==> src/hw/rtl/assert_macros.svh <==
// Assertion macros shared by the Q-learning update unit.
// No dependencies; included by the modules that carry checks.
`ifndef ASSERT_MACROS_SVH
`define ASSERT_MACROS_SVH

// Property checked only while out of reset.
`define QLU_ASSERT(name, clk, rstn, prop) \
    name: assert property (@(posedge clk) disable iff (!(rstn)) prop) \
        else $error("qlu assertion failed");

// Property checked on every edge, reset included.
`define QLU_ASSERT_ALWAYS(name, clk, prop) \
    name: assert property (@(posedge clk) prop) \
        else $error("qlu assertion failed");

`endif

==> src/hw/rtl/qlu_pkg.sv <==
// Types and constants of the Q-learning update unit.
// No dependencies; imported by every module of the block.
`timescale 1ns / 1ps
`default_nettype none

package qlu_pkg;

    // Item kinds
    typedef enum logic [0:0] {
        OP_UPDATE = 1'b0,
        OP_LOOKUP = 1'b1
    } qlu_op_t;

    // Register indexes on the configuration port
    localparam logic REG_LEARNING_RATE = 1'b0;
    localparam logic REG_DISCOUNT      = 1'b1;

    localparam int  COEF_W             = 17;
    localparam logic [COEF_W-1:0] LEARNING_RATE_RST = 17'd45875;
    localparam logic [COEF_W-1:0] DISCOUNT_RST      = 17'd62259;

    // Floors in Q16.16: -1.0 for the next state, -100.0 for a lookup
    localparam int NEXT_FLOOR_Q16   = -65536;
    localparam int LOOKUP_FLOOR_Q16 = -6553600;

    localparam int IN_DATA_W  = 48;
    localparam int OUT_DATA_W = 72;

    typedef struct packed {
        qlu_op_t            op;
        logic [5:0]         state_index;
        logic [1:0]         action_index;
        logic signed [31:0] reward;
        logic [5:0]         next_state_index;
    } qlu_item_t;

    typedef struct packed {
        logic      valid;
        qlu_item_t item;
    } qlu_head_t;

    typedef struct packed {
        logic clear_done;
    } qlu_status_t;

    typedef struct packed {
        logic               saturated;
        logic signed [31:0] best_value;
        logic [1:0]         best_action;
        logic signed [31:0] new_value;
    } qlu_result_t;

endpackage

`default_nettype wire

==> src/hw/rtl/qlu_front.sv <==
// Front end: accepts items, reduces indices, queues them for the back end.
// Depends on qlu_pkg and assert_macros.svh.
`timescale 1ns / 1ps
`default_nettype none
`include "assert_macros.svh"

module qlu_front
    import qlu_pkg::*;
#(
    parameter int NUM_STATES  = 64,
    parameter int NUM_ACTIONS = 4
) (
    input  wire logic                 aclk,
    input  wire logic                 aresetn,
    input  wire logic                 s_tvalid,
    output logic                      s_tready,
    // state_index[5:0], action_index[7:6], reward[39:8], next_state_index[45:40]
    input  wire logic [IN_DATA_W-1:0] s_tdata,
    // op[0]
    input  wire logic [0:0]           s_tuser,
    input  wire qlu_status_t          status,
    output qlu_head_t                 head,
    input  wire logic                 pop
);

    // Index reduction as small constant tables
    function automatic logic [5:0] mod_state(input logic [5:0] i);
        logic [5:0] r;
        r = '0;
        for (int k = 0; k < 64; k++) begin
            if (i == 6'(k)) r = 6'(k % NUM_STATES);
        end
        return r;
    endfunction

    function automatic logic [1:0] mod_action(input logic [1:0] i);
        logic [1:0] r;
        r = '0;
        for (int k = 0; k < 4; k++) begin
            if (i == 2'(k)) r = 2'(k % NUM_ACTIONS);
        end
        return r;
    endfunction

    qlu_item_t  fifo_reg [2];
    logic       wr_ptr_reg, wr_ptr_next;
    logic       rd_ptr_reg, rd_ptr_next;
    logic [1:0] count_reg, count_next;
    qlu_item_t  in_item;
    logic       push;

    // Classify and unpack the incoming transfer
    always_comb begin
        in_item.op               = qlu_op_t'(s_tuser[0]);
        in_item.state_index      = mod_state(s_tdata[5:0]);
        in_item.action_index     = mod_action(s_tdata[7:6]);
        in_item.reward           = s_tdata[39:8];
        in_item.next_state_index = mod_state(s_tdata[45:40]);
    end

    assign s_tready = status.clear_done && (count_reg != 2'd2);
    assign push     = s_tvalid && s_tready;

    // Queue pointers
    always_comb begin
        wr_ptr_next = push ? ~wr_ptr_reg : wr_ptr_reg;
        rd_ptr_next = pop ? ~rd_ptr_reg : rd_ptr_reg;
        count_next  = count_reg + {1'b0, push} - {1'b0, pop};
    end

    always_ff @(posedge aclk) begin
        if (!aresetn) begin
            wr_ptr_reg <= 1'b0;
            rd_ptr_reg <= 1'b0;
            count_reg  <= 2'd0;
        end else begin
            wr_ptr_reg <= wr_ptr_next;
            rd_ptr_reg <= rd_ptr_next;
            count_reg  <= count_next;
        end
    end

    always_ff @(posedge aclk) begin
        if (push) fifo_reg[wr_ptr_reg] <= in_item;
    end

    assign head.valid = (count_reg != 2'd0);
    assign head.item  = fifo_reg[rd_ptr_reg];

    `QLU_ASSERT(front_no_pop_empty, aclk, aresetn, pop |-> count_reg != 2'd0)
    `QLU_ASSERT(front_count_bound, aclk, aresetn, count_reg != 2'd3)
    `QLU_ASSERT_ALWAYS(front_reset_empty, aclk, !aresetn |=> count_reg == 2'd0)

endmodule

`default_nettype wire

==> config.mk <==
export PLATFORM = sky130hd
export DESIGN_NAME = qlu_front
export DESIGN_NICKNAME = d
export VERILOG_FILES = /design/src/hw/rtl/qlu_pkg.sv /design/src/hw/rtl/qlu_front.sv
export VERILOG_INCLUDE_DIRS = /design/src /design/src/hw/rtl
export SDC_FILE = /design/constraint.sdc
export NUM_CORES = 1
export LEC_CHECK = 0
export ABC_AREA = 1
export BUFFER_PORTS_ARGS = -buffer_cell sky130_fd_sc_hd__clkbuf_2
export CORE_ASPECT_RATIO = 1.1
export CORE_MARGIN = 1.5
export CORE_UTILIZATION = 52
export DETAILED_ROUTE_END_ITERATION = 7
export GPL_TIMING_DRIVEN = 0
export PLACE_DENSITY = 0.79
export SYNTH_ARGS = -nofsm -noshare
export SYNTH_HDL_FRONTEND = slang
export SYNTH_SLANG_ARGS = --single-unit
==> constraint.sdc <==
create_clock -name aclk -period 3.9 [get_ports aclk]
set_input_delay 1.17 -clock aclk [delete_from_list [all_inputs] [get_ports aclk]]
set_output_delay 1.17 -clock aclk [all_outputs]
set_load 0.02 [all_outputs]
Yosys cells after proc, flatten, opt, wreduce, memory -nomap -nowiden. Memories as Yosys holds them, arrays and structs flattened. A register that Yosys moved wholly into a read port is not among the register bits. Cells that the tools add are included.

$add $sub $neg: 2. Multipliers: 0. Divide/modulo/power cells: 0. Order comparisons: 0. Equal/unequal tests: 130. Shift-type cells: 0. Muxes and demuxes: 133. Bitwise operators: 2. Reductions and logical operators: 3.

Operator list (count): 6-bit 2-to-1 mux (124); 6-bit == test (second input constant) (64); 6-bit by 5-bit == test with 1-bit output (second input constant) (32); 6-bit by 4-bit == test with 1-bit output (second input constant) (16); 6-bit by 3-bit == test with 1-bit output (second input constant) (8); 6-bit by 2-bit == test with 1-bit output (second input constant) (4); 6-bit by 1-bit == test with 1-bit output (second input constant) (2); 1-bit 2-to-1 mux (7); 2-bit == test (second input constant) (2); 2-bit 2-to-1 mux (2); 2-bit by 1-bit adder with 2-bit output (1); 2-bit by 1-bit == test with 1-bit output (second input constant) (1); 1-bit logical AND (2); 2-bit inequality test (second input constant) (1); 1-bit inverter (2); 2-bit nonzero test (1); 2-bit by 1-bit subtractor with 2-bit output (1).

Flip-flop bits (word level): 4. Latch bits: 0. RAM bits: 94. ROM bits: 0. Input port bits: 54. Output and inout port bits: 49. Logic and storage cells: 274. Memories: 1.

Memories: fifo_reg (depth 2, bits a word 47, read ports 1, clocked after Yosys merged registers in 1, wr ports 1, line qlu_front.sv:45) `qlu_item_t fifo_reg [2];`.

Logic depth before layout (Yosys ltp). Gate-level depths: netlist (run 1).

Word-level depth: 64. Depth in mapped cells: 11. Depth with buffers taken out: 11.

Worst setup path after synthesis (run 1). OpenSTA, ideal clock, no wires.

Path type: input -> register. Start point: input s_tvalid. End point: memory fifo_reg[0][0] in the netlist's numbering (enable). Setup time: 452 ps. Arrival time: 3268 ps. Data required time: 3448 ps. Slack: 180 ps. Stages: 2. Path buffers: 0. Cell sequence: nand3_1 > nor2_1.

Longest elaborated chain between the ends: 3.

RTL lines: start: declaration (line qlu_front.sv:15) `input wire logic s_tvalid,`; 1-bit logical AND (line qlu_front.sv:62) `assign push = s_tvalid && s_tready;`; 1-bit 2-to-1 mux (line qlu_front.sv:84) `if (push) fifo_reg[wr_ptr_reg] <= in_item;`; 1-bit 2-to-1 mux (not written as such) (line qlu_front.sv:84); end: declaration (line qlu_front.sv:45).

No other way between the ends.

Worst setup path after layout (run 1).
Start point: input status. End point: output s_tready.

Longest elaborated chain between the ends: 1.

RTL lines: start: declaration (line qlu_front.sv:21) `input wire qlu_status_t status,`; 1-bit logical AND (line qlu_front.sv:61) `assign s_tready = status.clear_done && (count_reg != 2'd2);`; end: declaration (line qlu_front.sv:16) `output logic s_tready,`.

No other way between the ends.

==> summary.md, run 1 <==
| Metric | Value |
|---|---|
| Number of global-route vias before repair | `2035` |
| Grt total ovfl | `0` |
| Synth unique cells | `15` |
| Library cell with the largest summed area after synthesis | `sky130_fd_sc_hd__edfxtp_1` |
| Die W | `84.7 um` |
| Data arrival at the endpoint of the critical path | `1640 ps` |
| Number of standard cells after synthesis | `197` |
| Primary FF master, synth | `sky130_fd_sc_hd__edfxtp_1` |
| Cell-by-cell trace of the critical path | `clkbuf_2 > a21boi_0 > clkbuf_2` |
| Flip-flop and latch area | `0.00292 mm2` |
| Switching Share | `21.3%` |
| Worst path top cell family by delay | `buffers and inverters` |
| Number of flip-flops under the largest register name | `94` |
| Maximum single-stage delay on the critical path | `190 ps` |
| Proportion of power drawn by combinational gates | `11.7%` |
| DR WL/cell | `15.0 um` |
| Placeable core area | `0.00705 mm2` |
| Path type of the worst setup path | `in -> out` |
| Final Util | `66.3%` |
| Seq/Total Area, Yosys | `76.6%` |
| Post-synthesis cell area | `0.00381 mm2` |
| GPL Wtd Cong | `0.658` |
| Root buf cell | `sky130_fd_sc_hd__clkbuf_8` |
| Die H | `92.8 um` |
| Class of the most critical hold timing path | `reg -> reg` |
| Starting Density | `54.1%` |
| Power dissipated by switching net loads | `0.000492 W` |
| Worst-Margin Slew | `773 ps` |
| Largest net degree at the start of global routing | `29` |
| Nets | `352` |
| TritonRoute pass-1 iters | `4` |
| Clock share of power | `35.3%` |
| Total of flip-flops plus latches after synthesis | `99` |
| Critical path buffer and inverter count | `2` |
| Number of fill cells | `484` |
| Number of setup buffers added after CTS | `0` |
| Startpoint Class | `primary input` |
| Clock-pin slew reported for the worst setup and hold paths after clock tree synthesis | `90 ps` |
| Post-detail-place hpwl | `4100 um` |
| Global-route wire length before repair | `9140 um` |
| Detailed Route Iter0 Violations | `90` |
| Residual antenna-violating net count after detailed routing | `0` |
| IO buf count | `86` |
| Part of the cycle the worst path needs | `72.2%` |
| Via/cell ratio | `4.94` |
| H-tree Lvls | `3` |
| Row cnt | `32` |
| Endpoint class of the critical path | `output pin` |
| Detailed-route via count | `1905` |
| Internal | `0.00182 W` |
| Share of flip-flops with an asynchronous set or reset | `0%` |
| Clock buffers created by TritonCTS | `9` |
| I/O pin total | `103` |
| Highest clock frequency the design can meet | `0.355 GHz` |
| Slew Limit Headroom | `48.4%` |
| Antenna violations before repair | `0` |
| Overall fraction of global-route tracks in use | `15.5%` |
| Status | `finished, final reports clean` |
| Max Transition Viols Final | `0` |
| Final routed wirelength across all metal layers | `5810 um` |
| Cell with the biggest individual delay on the critical path | `sky130_fd_sc_hd__clkbuf_2` |
| Number of setup violations in the final report | `0` |
| Commonest cells after routing, fill and taps aside | `sky130_fd_sc_hd__edfxtp_1, sky130_fd_sc_hd__clkbuf_2, sky130_fd_sc_hd__mux2_4` |
| Count of flip-flops with a built-in enable after synthesis | `94` |
| Average size of a mapped cell | `19.4 um2` |
| Data required time at the worst endpoint | `2730 ps` |
| Leading cell type in the layout, fill and taps excluded | `sky130_fd_sc_hd__edfxtp_1` |
| Post-cts resize count | `0` |
| Tmin final | `2810 ps` |
| Total area of multi-input combinational cells | `763 um2` |
| TritonCTS Sinks | `99` |
| Source-to-sink clock delay at the later pin of the worst-skew pair | `340 ps` |
| Seq pwr share | `53.0%` |
| Post-detailed-route DRC marker count | `0` |
| Number of buffers added to fix hold violations after cts | `0` |
| Skew final | `8.20 ps` |
| Total count of hold-check failures in the final report | `0` |
| Number of max-capacitance violations reported | `0` |
| Count of yosys warnings during synthesis | `0` |
| Share of Yosys cell area claimed by the top area cell type | `74.0%` |
| Power density relative to cell area | `496 mW/mm2` |
| CP max FO | `3` |
| Layout area overhead | `22.4%` |
| Hold_ws | `517 ps` |
| Largest buffer count on any clock path | `2` |
| Fraction of layout cells with a size suffix above 1 | `52.2%` |
| Setup repair after global routing missed its margin | `false` |
| Worst voltage drop across the vdd grid | `289 uV` |
| Synthesized netlist net count | `253` |
| CTS tree | `built` |
| Pleak | `1.85 nW` |
| Antenna Diode Count | `0` |
| Main area contributors after synthesis | `sky130_fd_sc_hd__edfxtp_1, sky130_fd_sc_hd__mux2_4, sky130_fd_sc_hd__mux2_2` |
| Area of the die | `0.00786 mm2` |
| Cell seen most often among critical-path stages | `sky130_fd_sc_hd__clkbuf_2` |
## routing by layer
metal	vias to the layer above	global-route usage [%]	share of wire, %
li1	920	-	-
met1	914	17.5	40
met2	62	27.9	53
met3	9	2.85	4.7
met4	0	7.93	1.9
met5	-	0	0
## synth_stat cells (2+ instances only)
master / number
sky130_fd_sc_hd__buf_6: 4
sky130_fd_sc_hd__mux2_4: 30
sky130_fd_sc_hd__nor2_1: 6
sky130_fd_sc_hd__dfxtp_1: 5
sky130_fd_sc_hd__ha_1: 2
sky130_fd_sc_hd__clkbuf_1: 14
sky130_fd_sc_hd__nand2_1: 10
sky130_fd_sc_hd__nand3_1: 2
sky130_fd_sc_hd__mux2_2: 17
sky130_fd_sc_hd__inv_1: 9
sky130_fd_sc_hd__edfxtp_1: 94
## final timing paths
kind | start | slack, ps | end | cells after the start
worst max-delay path | status | 1090 | s_tready | 3
worst min-delay path | rd_ptr_reg | 520 | flip-flop | 2
worst min register to register | rd_ptr_reg | 520 | flip-flop | 2
worst max register to register | count_reg[0] | 2040 | fifo_reg[0][9] | 5
## logic make-up (layout without fill, tap and decap cells)
kind of cell               count (synthesis)  count (layout)  share of synthesized area (%)
muxes                                     47              47                           16.8
and+or+nand+nor                           19              19                           2.00
DFF                                       99              99                           76.6
AOI/OAI and AO/OA                          2               2                          0.328
buffers and inverters                     28             132                           3.57
adders and majority gates                  2               2                          0.656
## final cells by class
class,instances,area share [%]
Buffer,19,2.20
Clock buffer,9,2.65
Clock inverter,7,3.00
Inverter,9,0.723
Multi-Input combinational cell,70,16.3
Sequential cell,99,62.6
Tap cell,85,2.28
Timing Repair Buffer,88,10.2
## power groups by stage
stage / logic [W] / registers (W) / clock network [W]
floorplan: 0.000183 / 0.00125 / 0
global placement: 0.000259 / 0.00125 / 0
detailed placement: 0.000276 / 0.00125 / 0
CTS: 0.000277 / 0.00123 / 0.000837
global route: 0.000293 / 0.00123 / 0.000872
finish: 0.000271 / 0.00123 / 0.000817
## worst register-to-register path: stages (launching register included)
cell                      delay (ps)
sky130_fd_sc_hd__dfxtp_1         340
sky130_fd_sc_hd__inv_1            70
sky130_fd_sc_hd__nand2_1          80
sky130_fd_sc_hd__nand3_1         170
sky130_fd_sc_hd__nor2_4          640
sky130_fd_sc_hd__buf_16          250
## metrics by stage
| stage | instances | worst slack, ps | instance area (um2) | power (W) | setup TNS, ps |
|---|---|---|---|---|---|
| detailed placement | 370 | 1090 | 4410 | 0.00153 | 0 |
| CTS | 386 | 1090 | 4670 | 0.00234 | 0 |
| floorplan | 197 | 180 | 3810 | 0.00143 | 0 |
| global route | 386 | 1040 | 4670 | 0.00240 | 0 |
| global placement | 368 | -978 | 4350 | 0.00151 | -45860 |
| finish | 386 | 1090 | 4670 | 0.00232 | 0 |
Power figures use the tool's default switching activity.
==> inputs of run 2 (changes only) <==
--- a/config.mk
+++ b/config.mk
@@ -10,10 +10,10 @@
 export BUFFER_PORTS_ARGS = -buffer_cell sky130_fd_sc_hd__clkbuf_2
 export CORE_ASPECT_RATIO = 1.1
 export CORE_MARGIN = 1.5
-export CORE_UTILIZATION = 52
+export CORE_UTILIZATION = 47
 export DETAILED_ROUTE_END_ITERATION = 7
 export GPL_TIMING_DRIVEN = 0
-export PLACE_DENSITY = 0.79
+export PLACE_DENSITY = 0.76
 export SYNTH_ARGS = -nofsm -noshare
 export SYNTH_HDL_FRONTEND = slang
 export SYNTH_SLANG_ARGS = --single-unit
==> constraint.sdc (replaced) <==
create_clock -name aclk -period 2.55 [get_ports aclk]
set_input_delay 0.765 -clock aclk [delete_from_list [all_inputs] [get_ports aclk]]
set_output_delay 0.765 -clock aclk [all_outputs]
set_load 0.02 [all_outputs]
==> run 2 against run 1 <==
Global-route usage fell by 0.94 points. Total power increased by 46%. Clock skew increased by 4.5 ps. Sequential power grew 53%. Wire length increased by 3.6%. Utilization shrank 7.3 points. Sequential share of layout area grew 0.10 points. Cell count up 6.0%. Register-to-register slack worse by 1300 ps. Flip-flop and latch count unchanged. Via count increased by 2.4%. Critical path type is now reg -> out. Critical endpoint is now head[0]. Largest power group unchanged. Highest routed layer unchanged.
==> summary.md, run 2 (synthesis gave the netlist of run 1 again) <==
| Metric | Value |
|---|---|
| Skew final | `12.7 ps (+4.47 ps)` |
| Clock buffers created by TritonCTS | `9 (unchanged)` |
| Maximum single-stage delay on the critical path | `350 ps (+160 ps)` |
| Root buf cell | `sky130_fd_sc_hd__clkbuf_8` |
| Antenna violations before repair | `0 (unchanged)` |
| Grt total ovfl | `0 (unchanged)` |
| Setup repair after global routing missed its margin | `false` |
| Antenna Diode Count | `0 (unchanged)` |
| Power density relative to cell area | `727 mW/mm2 (+47%)` |
| Pleak | `1.83 nW (-0.70%)` |
| Row cnt | `34 (+6.3%)` |
| Die H | `97.5 um (+5.0%)` |
| Source-to-sink clock delay at the later pin of the worst-skew pair | `350 ps (about the same)` |
| Power dissipated by switching net loads | `0.000764 W (+55%)` |
| Placeable core area | `0.00791 mm2 (+12%)` |
| Max Transition Viols Final | `0 (unchanged)` |
| Part of the cycle the worst path needs | `90.0%` |
| Cell seen most often among critical-path stages | `sky130_fd_sc_hd__buf_6` |
| Via/cell ratio | `4.77 (-3.3%)` |
| Routing layer with the top usage in global route | `met2` |
| Startpoint Class | `flip-flop` |
| Number of fill cells | `640 (+32%)` |
| Critical path buffer and inverter count | `3 (+1)` |
| Class of the most critical hold timing path | `reg -> reg` |
| Final std cell area, no fill | `0.00466 mm2 (-0.16%)` |
| TritonCTS Sinks | `99 (unchanged)` |
| GPL Wtd Cong | `0.648 (-1.5%)` |
| Number of max-capacitance violations reported | `0 (unchanged)` |
| Post-detailed-route DRC marker count | `0 (unchanged)` |
| Leading cell type in the layout, fill and taps excluded | `sky130_fd_sc_hd__edfxtp_1` |
| Capturing element of the worst setup path | `head[0]` |
| Stages on the worst setup path | `4 (+1)` |
| Final sum of negative setup slack | `0 ps (unchanged)` |
| Nets | `352 (unchanged)` |
| Reg-to-reg critical path startpoint | `count_reg[0]` |
| H-tree Lvls | `3 (unchanged)` |
| IO buf count | `86 (unchanged)` |
| Tmin final | `2290 ps` |
| Layout area overhead | `22.2%` |
| Global-route wire length before repair | `9160 um (+0.23%)` |
| Seq pwr share | `55.4% (+2.4 points)` |
| Data required time at the worst endpoint | `1790 ps (-940 ps)` |
| Worst path top cell family by delay | `buffers and inverters` |
| Endpoint class of the critical path | `output pin` |
| Switching Share | `22.5% (+1.3 points)` |
| Largest buffer count on any clock path | `2 (unchanged)` |
| Starting Density | `48.2% (-5.9 points)` |
| Commonest cells after routing, fill and taps aside | `sky130_fd_sc_hd__edfxtp_1, sky130_fd_sc_hd__clkbuf_2, sky130_fd_sc_hd__mux2_4` |
| Critical register-to-register path endpoint | `fifo_reg[0][0]` |
| Number of flip-flops under the largest register name | `94 (unchanged)` |
| Detailed Route Iter0 Violations | `65 (-28%)` |
| Total count of hold-check failures in the final report | `0 (unchanged)` |
| Number of buffers added to fix hold violations after cts | `0 (unchanged)` |
| Internal | `0.00263 W (+44%)` |
| Data arrival at the endpoint of the critical path | `1530 ps (-110 ps)` |
| DR WL/cell | `14.7 um (-2.2%)` |
| Cells on worst reg2reg path | `5 (unchanged)` |
| Fraction of layout cells with a size suffix above 1 | `52.2% (unchanged)` |
| Die W | `88.9 um (+5.0%)` |
| Clock share of power | `32.4% (-2.9 points)` |
| Worst-Margin Slew | `695 ps (-77.6 ps)` |
| Number of setup violations in the final report | `0 (unchanged)` |
| Overall fraction of global-route tracks in use | `14.6% (-0.94 points)` |
| Clock-pin slew reported for the worst setup and hold paths after clock tree synthesis | `90 ps (about the same)` |
| Residual antenna-violating net count after detailed routing | `0 (unchanged)` |
| Status | `finished, final reports clean` |
| Proportion of power drawn by combinational gates | `12.3% (+0.6 points)` |
| I/O pin total | `103 (unchanged)` |
| Placement-stage cell area | `0.00444 mm2 (+0.65%)` |
| Number of setup buffers added after CTS | `0 (unchanged)` |
| CTS tree | `built` |
| Worst-case register-to-register setup slack | `730 ps (-1310 ps)` |
| Area of the die | `0.00867 mm2 (+10%)` |
| Post-cts resize count | `0 (unchanged)` |
| Worst voltage drop across the vdd grid | `333 uV (+15%)` |
| Slew Limit Headroom | `53.6% (+5.2 points)` |
| Met1 Usage GRT | `15.8% (-1.7 points)` |
| Cell-by-cell trace of the critical path | `buf_6 > buf_6 > mux2_4 > clkbuf_2` |
| Met3 Track Usage GR | `4.33% (+1.5 points)` |
| Highest clock frequency the design can meet | `0.436 GHz` |
| Cell with the biggest individual delay on the critical path | `sky130_fd_sc_hd__dfxtp_1` |
| Path type of the worst setup path | `reg -> out` |
| Detailed-route via count | `1951 (+2.4%)` |
| Number of global-route vias before repair | `1987 (-2.4%)` |
| Largest net degree at the start of global routing | `26 (-10%)` |
| Met2 Usage GRT | `25.2% (-2.7 points)` |
| Final routed wirelength across all metal layers | `6010 um (+3.6%)` |
| TritonRoute pass-1 iters | `4 (unchanged)` |
| CP max FO | `10 (+7)` |
-- run 2: cell type report --
class	count	area (um2)	area share, %
Clock inverter	5	86.3	1.85
Sequential cell	99	2920	62.7
Timing Repair Buffer	88	478	10.2
Inverter	9	33.8	0.724
Clock buffer	11	141	3.03
Multi-Input combinational cell	70	763	16.4
Buffer	19	103	2.20
Tap cell	108	135	2.90
-- run 2: how the worst min path moves through the flow --
stage	from	to	slack [ps]	cells after the start
finish	rd_ptr_reg	flip-flop	550	2
detailed placement	rd_ptr_reg	flip-flop	530	2
CTS	rd_ptr_reg	flip-flop	580	2
global route	s_tdata[37]	fifo_reg[0][35]	570	1
floorplan	rd_ptr_reg	flip-flop	460	2
global placement	rd_ptr_reg	rd_ptr_reg	480	2
-- run 2: worst reg2reg max path: stages, from the launching register on --
cell and delay [ps]:
sky130_fd_sc_hd__dfxtp_1 340, sky130_fd_sc_hd__inv_1 70, sky130_fd_sc_hd__nand2_1 70, sky130_fd_sc_hd__nand3_1 160
sky130_fd_sc_hd__nor2_4 580, sky130_fd_sc_hd__buf_12 280
-- run 2: layer usage --
layer  up-vias  share of wire [%]
li1        919                  -
met1       948                 38
met2        70                 54
met3        14                5.9
met4         0                2.6
met5         -                  0
-- run 2: per-stage QoR --
stage                     setup WS [ps]  total power (W)  cells  hold slack (ps)  util (%)
after floorplan                    10.0          0.00219    197              463         -
after global placement             -739          0.00231    391              476      55.4
after detailed placement            297          0.00234    393              528      56.1
after CTS                           218          0.00343    409              577      58.9
after global routing                188          0.00352    409              569      58.9
final                               255          0.00339    409              555      58.9
-- run 2: power by group through the flow --
stage	Sequential [W]	Clock (W)	Combinational [W]
after floorplan	0.00191	0	0.000281
after global placement	0.00191	0	0.000399
after detailed placement	0.00192	0	0.000422
after CTS	0.00188	0.00113	0.000423
after global routing	0.00188	0.00119	0.000450
final	0.00188	0.00110	0.000416
